### src/rtl/mqfb_pkg.sv
// Package with sizes, codes and the controller command type for the queue bank.
`timescale 1ns / 1ps
`default_nettype none
package mqfb_pkg;

    localparam int NUM_QUEUES  = 4;
    localparam int QUEUE_DEPTH = 16;
    localparam int WORD_WIDTH  = 32;

    localparam int OP_W     = 2;
    localparam int QIN_W    = 3;
    localparam int DATA_W   = 32;
    localparam int STATUS_W = 2;
    localparam int LOST_W   = 32;

    localparam int STORE_W = (WORD_WIDTH < DATA_W) ? WORD_WIDTH : DATA_W;
    localparam int QIDX_W  = (NUM_QUEUES > 1) ? $clog2(NUM_QUEUES) : 1;
    localparam int PTR_W   = $clog2(QUEUE_DEPTH);
    localparam int OCC_W   = $clog2(QUEUE_DEPTH + 1);
    localparam int MEM_DEPTH = NUM_QUEUES * QUEUE_DEPTH;
    localparam int ADDR_W  = (MEM_DEPTH > 1) ? $clog2(MEM_DEPTH) : 1;

    localparam logic [OP_W-1:0] OP_CLEAR = 2'd0;
    localparam logic [OP_W-1:0] OP_READ  = 2'd1;
    localparam logic [OP_W-1:0] OP_WRITE = 2'd2;

    localparam logic [STATUS_W-1:0] ST_OK        = 2'd0;
    localparam logic [STATUS_W-1:0] ST_BAD_INDEX = 2'd1;
    localparam logic [STATUS_W-1:0] ST_FULL      = 2'd2;
    localparam logic [STATUS_W-1:0] ST_EMPTY     = 2'd3;

    localparam logic [DATA_W-1:0] BAD_INDEX_WORD = 32'h7FFF_FFFF;
    localparam logic [LOST_W-1:0] LOST_MAX       = 32'hFFFF_FFFF;

    typedef struct packed {
        logic load;
        logic exec;
    } t_ctrl_cmd;

endpackage
`default_nettype wire

### src/rtl/mqfb_ctrl.sv
// Controller state machine that sequences request capture, execution and response.
`timescale 1ns / 1ps
`default_nettype none
module mqfb_ctrl (
    input  wire                  i_clk,
    input  wire                  i_rst_n,
    input  wire                  i_s_tvalid,
    output logic                 o_s_tready,
    output logic                 o_m_tvalid,
    input  wire                  i_m_tready,
    output mqfb_pkg::t_ctrl_cmd  o_cmd
);

    typedef enum logic [1:0] {
        S_IDLE,
        S_EXEC,
        S_RESP
    } t_state;

    t_state r_state;
    logic   r_s_tready;
    logic   r_m_tvalid;

    always_ff @(posedge i_clk) begin
        if (!i_rst_n) begin
            r_state    <= S_IDLE;
            r_s_tready <= 1'b1;
            r_m_tvalid <= 1'b0;
        end else begin
            case (r_state)
                S_IDLE: begin
                    if (i_s_tvalid) begin
                        r_state    <= S_EXEC;
                        r_s_tready <= 1'b0;
                    end
                end
                S_EXEC: begin
                    r_state    <= S_RESP;
                    r_m_tvalid <= 1'b1;
                end
                S_RESP: begin
                    if (i_m_tready) begin
                        r_state    <= S_IDLE;
                        r_m_tvalid <= 1'b0;
                        r_s_tready <= 1'b1;
                    end
                end
                default: begin
                    r_state    <= S_IDLE;
                    r_s_tready <= 1'b1;
                    r_m_tvalid <= 1'b0;
                end
            endcase
        end
    end

    assign o_s_tready = r_s_tready;
    assign o_m_tvalid = r_m_tvalid;
    assign o_cmd.load = i_s_tvalid && r_s_tready;
    assign o_cmd.exec = (r_state == S_EXEC);

endmodule
`default_nettype wire

### src/rtl/mqfb_datapath.sv
// Datapath with per-queue pointers, occupancy, lost counters and the word store.
`timescale 1ns / 1ps
`default_nettype none
module mqfb_datapath (
    input  wire                                i_clk,
    input  wire                                i_rst_n,
    input  mqfb_pkg::t_ctrl_cmd                i_cmd,
    input  wire  [mqfb_pkg::OP_W-1:0]          i_opcode,
    input  wire  [mqfb_pkg::QIN_W-1:0]         i_queue_index,
    input  wire  [mqfb_pkg::DATA_W-1:0]        i_write_word,
    output logic [mqfb_pkg::DATA_W-1:0]        o_read_word,
    output logic [mqfb_pkg::STATUS_W-1:0]      o_status,
    output logic [mqfb_pkg::LOST_W-1:0]        o_lost_words
);

    logic [mqfb_pkg::OP_W-1:0]     r_op;
    logic [mqfb_pkg::QIN_W-1:0]    r_q;
    logic [mqfb_pkg::STORE_W-1:0]  r_wdata;

    logic [mqfb_pkg::PTR_W-1:0]    r_rp   [mqfb_pkg::NUM_QUEUES];
    logic [mqfb_pkg::PTR_W-1:0]    r_wp   [mqfb_pkg::NUM_QUEUES];
    logic [mqfb_pkg::OCC_W-1:0]    r_occ  [mqfb_pkg::NUM_QUEUES];
    logic [mqfb_pkg::LOST_W-1:0]   r_lost [mqfb_pkg::NUM_QUEUES];

    logic [mqfb_pkg::STORE_W-1:0]  r_mem [mqfb_pkg::MEM_DEPTH];
    logic [mqfb_pkg::STORE_W-1:0]  r_mem_q;

    logic [mqfb_pkg::STATUS_W-1:0] r_status;
    logic [mqfb_pkg::LOST_W-1:0]   r_lost_out;
    logic                          r_rd_ok;
    logic                          r_bad_read;

    logic                          bad;
    logic [mqfb_pkg::QIDX_W-1:0]   qi;
    logic [mqfb_pkg::PTR_W-1:0]    cur_rp;
    logic [mqfb_pkg::PTR_W-1:0]    cur_wp;
    logic [mqfb_pkg::OCC_W-1:0]    cur_occ;
    logic [mqfb_pkg::LOST_W-1:0]   cur_lost;
    logic [mqfb_pkg::PTR_W-1:0]    n_rp;
    logic [mqfb_pkg::PTR_W-1:0]    n_wp;
    logic [mqfb_pkg::OCC_W-1:0]    n_occ;
    logic [mqfb_pkg::LOST_W-1:0]   n_lost;
    logic [mqfb_pkg::STATUS_W-1:0] n_status;
    logic                          n_rd_ok;
    logic                          mem_we;
    logic                          mem_re;
    logic [mqfb_pkg::ADDR_W-1:0]   mem_addr;

    function automatic logic [mqfb_pkg::PTR_W-1:0] advance(
        input logic [mqfb_pkg::PTR_W-1:0] p
    );
        if (int'(p) == mqfb_pkg::QUEUE_DEPTH - 1) begin
            return '0;
        end
        return p + 1'b1;
    endfunction

    assign bad      = (int'(r_q) >= mqfb_pkg::NUM_QUEUES);
    assign qi       = r_q[mqfb_pkg::QIDX_W-1:0];
    assign cur_rp   = r_rp[qi];
    assign cur_wp   = r_wp[qi];
    assign cur_occ  = r_occ[qi];
    assign cur_lost = r_lost[qi];

    always_comb begin
        n_rp     = cur_rp;
        n_wp     = cur_wp;
        n_occ    = cur_occ;
        n_lost   = cur_lost;
        n_status = mqfb_pkg::ST_OK;
        n_rd_ok  = 1'b0;
        mem_we   = 1'b0;
        mem_re   = 1'b0;
        mem_addr = mqfb_pkg::ADDR_W'(int'(qi) * mqfb_pkg::QUEUE_DEPTH + int'(cur_rp));
        if (bad) begin
            n_status = mqfb_pkg::ST_BAD_INDEX;
        end else begin
            case (r_op)
                mqfb_pkg::OP_CLEAR: begin
                    n_rp   = '0;
                    n_wp   = '0;
                    n_occ  = '0;
                    n_lost = '0;
                end
                mqfb_pkg::OP_READ: begin
                    if (cur_occ == '0) begin
                        n_status = mqfb_pkg::ST_EMPTY;
                    end else begin
                        mem_re  = i_cmd.exec;
                        n_rd_ok = 1'b1;
                        n_rp    = advance(cur_rp);
                        n_occ   = cur_occ - 1'b1;
                    end
                end
                mqfb_pkg::OP_WRITE: begin
                    mem_addr = mqfb_pkg::ADDR_W'(int'(qi) * mqfb_pkg::QUEUE_DEPTH
                                                 + int'(cur_wp));
                    if (int'(cur_occ) >= mqfb_pkg::QUEUE_DEPTH) begin
                        n_status = mqfb_pkg::ST_FULL;
                        if (cur_lost != mqfb_pkg::LOST_MAX) begin
                            n_lost = cur_lost + 1'b1;
                        end
                    end else begin
                        mem_we = i_cmd.exec;
                        n_wp   = advance(cur_wp);
                        n_occ  = cur_occ + 1'b1;
                    end
                end
                default: begin
                end
            endcase
        end
    end

    always_ff @(posedge i_clk) begin
        if (i_cmd.load) begin
            r_op    <= i_opcode;
            r_q     <= i_queue_index;
            r_wdata <= i_write_word[mqfb_pkg::STORE_W-1:0];
        end
        if (i_cmd.exec) begin
            r_status   <= n_status;
            r_lost_out <= bad ? '0 : n_lost;
            r_rd_ok    <= n_rd_ok;
            r_bad_read <= bad && (r_op == mqfb_pkg::OP_READ);
        end
    end

    always_ff @(posedge i_clk) begin
        if (!i_rst_n) begin
            for (int k = 0; k < mqfb_pkg::NUM_QUEUES; k++) begin
                r_rp[k]   <= '0;
                r_wp[k]   <= '0;
                r_occ[k]  <= '0;
                r_lost[k] <= '0;
            end
        end else if (i_cmd.exec && !bad) begin
            r_rp[qi]   <= n_rp;
            r_wp[qi]   <= n_wp;
            r_occ[qi]  <= n_occ;
            r_lost[qi] <= n_lost;
        end
    end

    always_ff @(posedge i_clk) begin
        if (mem_we) begin
            r_mem[mem_addr] <= r_wdata;
        end
        if (mem_re) begin
            r_mem_q <= r_mem[mem_addr];
        end
    end

    always_comb begin
        if (r_rd_ok) begin
            o_read_word = mqfb_pkg::DATA_W'(r_mem_q);
        end else if (r_bad_read) begin
            o_read_word = mqfb_pkg::BAD_INDEX_WORD;
        end else begin
            o_read_word = '0;
        end
    end

    assign o_status     = r_status;
    assign o_lost_words = r_lost_out;

endmodule
`default_nettype wire

### src/rtl/multi_queue_fifo_bank.sv
// Top level of the multi-queue circular FIFO bank.
//
// Requests arrive on the slave stream. tuser carries the opcode (clear, read,
// write) and the queue index, and tdata carries the word for a write. Every
// request produces exactly one response on the master stream, where tdata
// carries the read word and the queue's lost-word count and tuser the status.
// A request accepted in the idle state passes through the execute state
// before its response is made valid. The block works on one request at a
// time: it takes a request, executes it against the pointer tables and the
// word store, then holds the response until it is taken. Even with a receiver
// that is always ready, a new request waits for the capture, execute and
// respond steps of the controller; the word store's read port is registered.
// When the receiver stalls, the response is held stable and no new request
// is accepted until it is taken. Reset empties every queue and zeroes its
// lost-word counter; the word store itself is not cleared.
`timescale 1ns / 1ps
`default_nettype none
module multi_queue_fifo_bank (
    input  wire         i_clk,
    input  wire         i_rst_n,
    input  wire         s_tvalid,
    output logic        s_tready,
    // Fields from bit 0: write_word[31:0].
    input  wire  [31:0] s_tdata,
    // Fields from bit 0: opcode[1:0], queue_index[4:2].
    input  wire  [4:0]  s_tuser,
    output logic        m_tvalid,
    input  wire         m_tready,
    // Fields from bit 0: read_word[31:0], lost_words[63:32].
    output logic [63:0] m_tdata,
    // Fields from bit 0: status[1:0].
    output logic [1:0]  m_tuser
);

    mqfb_pkg::t_ctrl_cmd                cmd;
    logic [mqfb_pkg::DATA_W-1:0]        read_word;
    logic [mqfb_pkg::STATUS_W-1:0]      status;
    logic [mqfb_pkg::LOST_W-1:0]        lost_words;

    mqfb_ctrl u_ctrl (
        .i_clk      (i_clk),
        .i_rst_n    (i_rst_n),
        .i_s_tvalid (s_tvalid),
        .o_s_tready (s_tready),
        .o_m_tvalid (m_tvalid),
        .i_m_tready (m_tready),
        .o_cmd      (cmd)
    );

    mqfb_datapath u_datapath (
        .i_clk         (i_clk),
        .i_rst_n       (i_rst_n),
        .i_cmd         (cmd),
        .i_opcode      (s_tuser[1:0]),
        .i_queue_index (s_tuser[4:2]),
        .i_write_word  (s_tdata),
        .o_read_word   (read_word),
        .o_status      (status),
        .o_lost_words  (lost_words)
    );

    assign m_tdata = {lost_words, read_word};
    assign m_tuser = status;

endmodule
`default_nettype wire
### config.mk
export PLATFORM = sky130hd
export DESIGN_NAME = multi_queue_fifo_bank
export DESIGN_NICKNAME = d
export VERILOG_FILES = /design/src/rtl/mqfb_pkg.sv /design/src/rtl/mqfb_ctrl.sv /design/src/rtl/mqfb_datapath.sv /design/src/rtl/multi_queue_fifo_bank.sv
export SDC_FILE = /design/constraint.sdc
export NUM_CORES = 2
export LEC_CHECK = 0
export ABC_AREA = 1
export BUFFER_PORTS_ARGS = -buffer_cell sky130_fd_sc_hd__buf_2
export CELL_PAD_IN_SITES_DETAIL_PLACEMENT = 0
export CELL_PAD_IN_SITES_GLOBAL_PLACEMENT = 2
export CORE_MARGIN = 5
export CORE_UTILIZATION = 45
export CTS_CLUSTER_DIAMETER = 200
export DETAILED_ROUTE_END_ITERATION = 12
export PLACE_DENSITY = 0.91
export SETUP_SLACK_MARGIN = 0.02
export SYNTH_ARGS = -nofsm -noshare
export SYNTH_HDL_FRONTEND = slang
export SYNTH_SLANG_ARGS = --single-unit
### constraint.sdc
create_clock -name i_clk -period 11.7 [get_ports i_clk]
set_input_delay 2.34 -clock i_clk [delete_from_list [all_inputs] [get_ports i_clk]]
set_output_delay 2.34 -clock i_clk [all_outputs]
set_load 0.005 [all_outputs]
==> reports/metrics.cfg <==
[yosys]
avgSynthCellArea_um2=10.1
ys_top_cells_by_area=edfxtp_1, nand2_1, nand3_1
synth_top_area_share_pct=69.5
yosys_warnings=0
syn_area_mm2=0.101
synth_top_area_cell=edfxtp_1
yosysUniqueCellTypes=45
async_reset_ff_share_pct=0
synth_fp_nets=10100
ys_ff_latch=2339
synthFlopType=edfxtp_1
synth_edf_count=2333
synth-seq-area-share_pct=69.6
netlist_instances=10000

[power_and_ir_drop]
leakagePower_nw=46.0
power.internal_mw=14.2
comb_power_share_pct=15.9
p_seq_share_pct=47.0
p_sw_share_pct=28.5
power_density_mw_per_mm2=177
p_clk_share_pct=37.2
vdd_drop_max_mv=0.133
p_sw_mw=5.67

[timing]
grt_setup_unrepaired=false
fin_crit_ns=6.93
fin_worst_skew_ns=0.0358
relSlewSlack_pct=21.6
hold_viol=0
setup_slack_ns=4.77
fin_crit_sh_pct=59.2
fmax_mhz=144
setup_tns_ns=0
whs_ns=0.501
slew_viol_final=0
worst_pin_slew_ns=1.18
setup_violations=0

[setup_path]
crit_buf_inv=5
cp_data_required_time_ns=12.43
cp_common_cell=nand2_1
crit_type=reg -> reg
crit_cells=19
reg2reg_slack_ns=4.77
cp_data_arrival_time_ns=7.66
reg2reg_depth=19
start_kind=flop
reg2reg_to=u_datapath.r_mem_q[10]
slowest_delay_ns=0.89
cp-end-kind=flop
cpLargestDelayFamily=buffers and inverters
cp_slowest_cell=buf_4
cp_max_fo=93
crit_chain=inv_2, buf_4, nor2_1, o21ai_2, nand2_8, nand2_8, buf_4, buf_4, buf_4, nand2_1, nand2_1, nand2_1, nand2_1, nand2_1, nand2_1, nand2_1, nand2_1, nor2_1, nand2_1

[cells_and_area]
finalInstanceArea_mm2=0.112
nFillCells=20200
nNetsFinal=10100
area_delta_synth_final_pct=11.3
layout-drive-gt1-share_pct=7.41
mostFrequentLayoutCells=nand2_1, edfxtp_1, nand3_1, nor2_1, clkbuf_16
layout_commonest_cell=nand2_1

[drt]
dr.first_iter.drc_count=8166
wirelength_um=325000
ant_nets=0
vias=71700
firstDrtPassIters=6
avgRoutedWirePerCell_um=24.6
drc=0
routed_via_density=5.43

[placed_design]
routabilityCongestion=0.865
hpwl_um=179000
preCtsSetupSlack_ns=4.86
port-buffer-count=108
placed_area_mm2=0.105

[clock_tree]
numClockSinks=2339
ctsResizeCount=0
numCtsBuffers=237
h-tree-depth=4
cts-root-buf=clkbuf_16
clockBufferDepth=3
cts_hold_buf=0
clkTransAtPathRegs_ns=0.06
tritoncts=built
postCtsSetupBuffers=0
clkLatencyLatePin_ns=0.87

[status]
status=finished, final reports clean

[die]
pin_count=109
dieHeight_um=483
fp.dieW_um=483
placementRows=173
fp.coreArea_mm2=0.223
start_util_pct=45.3
fp.dieArea_mm2=0.234

[run]
cap_violations=0

[min_path]
hold_start=u_ctrl.o_m_tvalid
worstHoldPathType=reg -> reg
hold_path_end=u_ctrl.o_m_tvalid
min_path_cells=2

[global_routing]
overflow=0
grt_pass1_wl_um=470000
first_global_vias=67700
antenna_found_initial=25
track_usage_pct=27.1
grt_max_degree=181

[cell type report]
| type | instances | area (µm²) | area share, % |
|---|---|---|---|
| diodes | 5 | 12.5 | 0.0112 |
| clock buffers | 298 | 6240 | 5.57 |
| clock inverters | 143 | 1250 | 1.11 |
| inverters | 108 | 437 | 0.389 |
| multi-input cells | 7043 | 28300 | 25.3 |
| flip-flops and latches | 2339 | 70200 | 62.5 |
| well taps | 2975 | 3720 | 3.32 |
| repair buffers | 296 | 2010 | 1.80 |
[state kept, by name, summed over array words and instances (netlist names), 3 cells and up, named ones only]
name / count
u_datapath.r_mem: 2048
u_datapath.r_lost: 128
u_datapath.o_lost_words: 32
u_datapath.r_mem_q: 32
u_datapath.r_wdata: 32
u_datapath.r_occ: 20
u_datapath.r_rp: 16
u_datapath.r_wp: 16
u_datapath.r_q: 3
[worst max-delay path by stage]
stage	from	end	slack [ns]
finish	flop	u_datapath.r_mem_q[10]	4.77
global route	flop	u_datapath.r_mem_q[10]	4.38
CTS	u_datapath.r_op[0]	u_datapath.r_mem_q[27]	4.82
detailed placement	u_datapath.r_op[0]	u_datapath.r_mem_q[27]	4.86
global placement	u_datapath.r_op[0]	u_datapath.r_mem_q[27]	4.90
floorplan	u_ctrl.r_state[0]	u_datapath.r_lost[3][0]	5.63
[through the flow]
stage	total power, mW	util, %	std cells
after CTS	20.0	50.4	13200
after global placement	12.6	47.1	12800
final	19.9	50.4	13200
after global routing	20.7	50.4	13200
after floorplan	11.5	-	10000
after detailed placement	12.6	47.1	12800
[worst reg2reg max path: stages, from the launching register on]
cell and delay [ns]:
dfxtp_2 0.55, inv_2 0.74, buf_4 0.62, nor2_1 0.14
o21ai_2 0.36, nand2_8 0.26, nand2_8 0.57, buf_4 0.87
buf_4 0.70, buf_4 0.92, nand2_1 0.14, nand2_1 0.10
nand2_1 0.05, nand2_1 0.09, nand2_1 0.05, nand2_1 0.19
nand2_1 0.22, nand2_1 0.14, nor2_1 0.05, nand2_1 0.05
[kinds of logic (layout without fill, tap and decap cells)]
group	after synthesis	in the layout	synth area share [%]
adders and majority gates	9	9	0.112
buffers and inverters	641	845	2.85
DFF	2339	2339	69.6
and+or+nand+nor	6902	6902	26.7
AOI/OAI and AO/OA	130	130	0.724
xor gates and xnor gates	2	2	0.0174
other	0	5	0
[power groups by stage]
stage               Combinational [mW]  Clock (mW)  Sequential [mW]
global placement                  3.12           0             9.52
CTS                               3.14        7.51             9.34
floorplan                         1.96           0             9.57
finish                            3.16        7.39             9.34
global route                      3.48        7.85             9.34
detailed placement                3.13           0             9.52
[cell usage after synthesis, types with 2 or more instances]
| master | number |
|---|---|
| nand2_1 | 5960 |
| edfxtp_1 | 2333 |
| nand3_1 | 531 |
| nor2_1 | 334 |
| buf_2 | 224 |
| clkbuf_1 | 220 |
| inv_1 | 91 |
| a21oi_1 | 81 |
| buf_1 | 54 |
| o21ai_0 | 22 |
| buf_4 | 21 |
| nand4_1 | 18 |
| nand3_2 | 14 |
| buf_6 | 13 |
| nand2_2 | 12 |
| inv_2 | 11 |
| ha_1 | 9 |
| nor2_2 | 8 |
| nor3_1 | 8 |
| dfxtp_1 | 6 |
| o21ai_1 | 6 |
| and2_1 | 5 |
| clkinv_1 | 5 |
| o211ai_1 | 5 |
| o21ai_2 | 5 |
| nor2_4 | 3 |
| o22ai_1 | 3 |
| nand2_4 | 2 |
| nand4_2 | 2 |
| xor2_1 | 2 |
[metal layers]
layer / up-vias / routed length [µm] / track usage [%] / share of wire, %
met2: 3160 / 149000 / 42.9 / 46
met4: 8 / 12000 / 8.89 / 3.7
met5: - / 55 / 0 / 0.017
met3: 532 / 30300 / 5.22 / 9.3
met1: 35100 / 134000 / 38.0 / 41
li1: 32900 / - / - / -
Note: power is estimated with default switching activity, not from simulation.
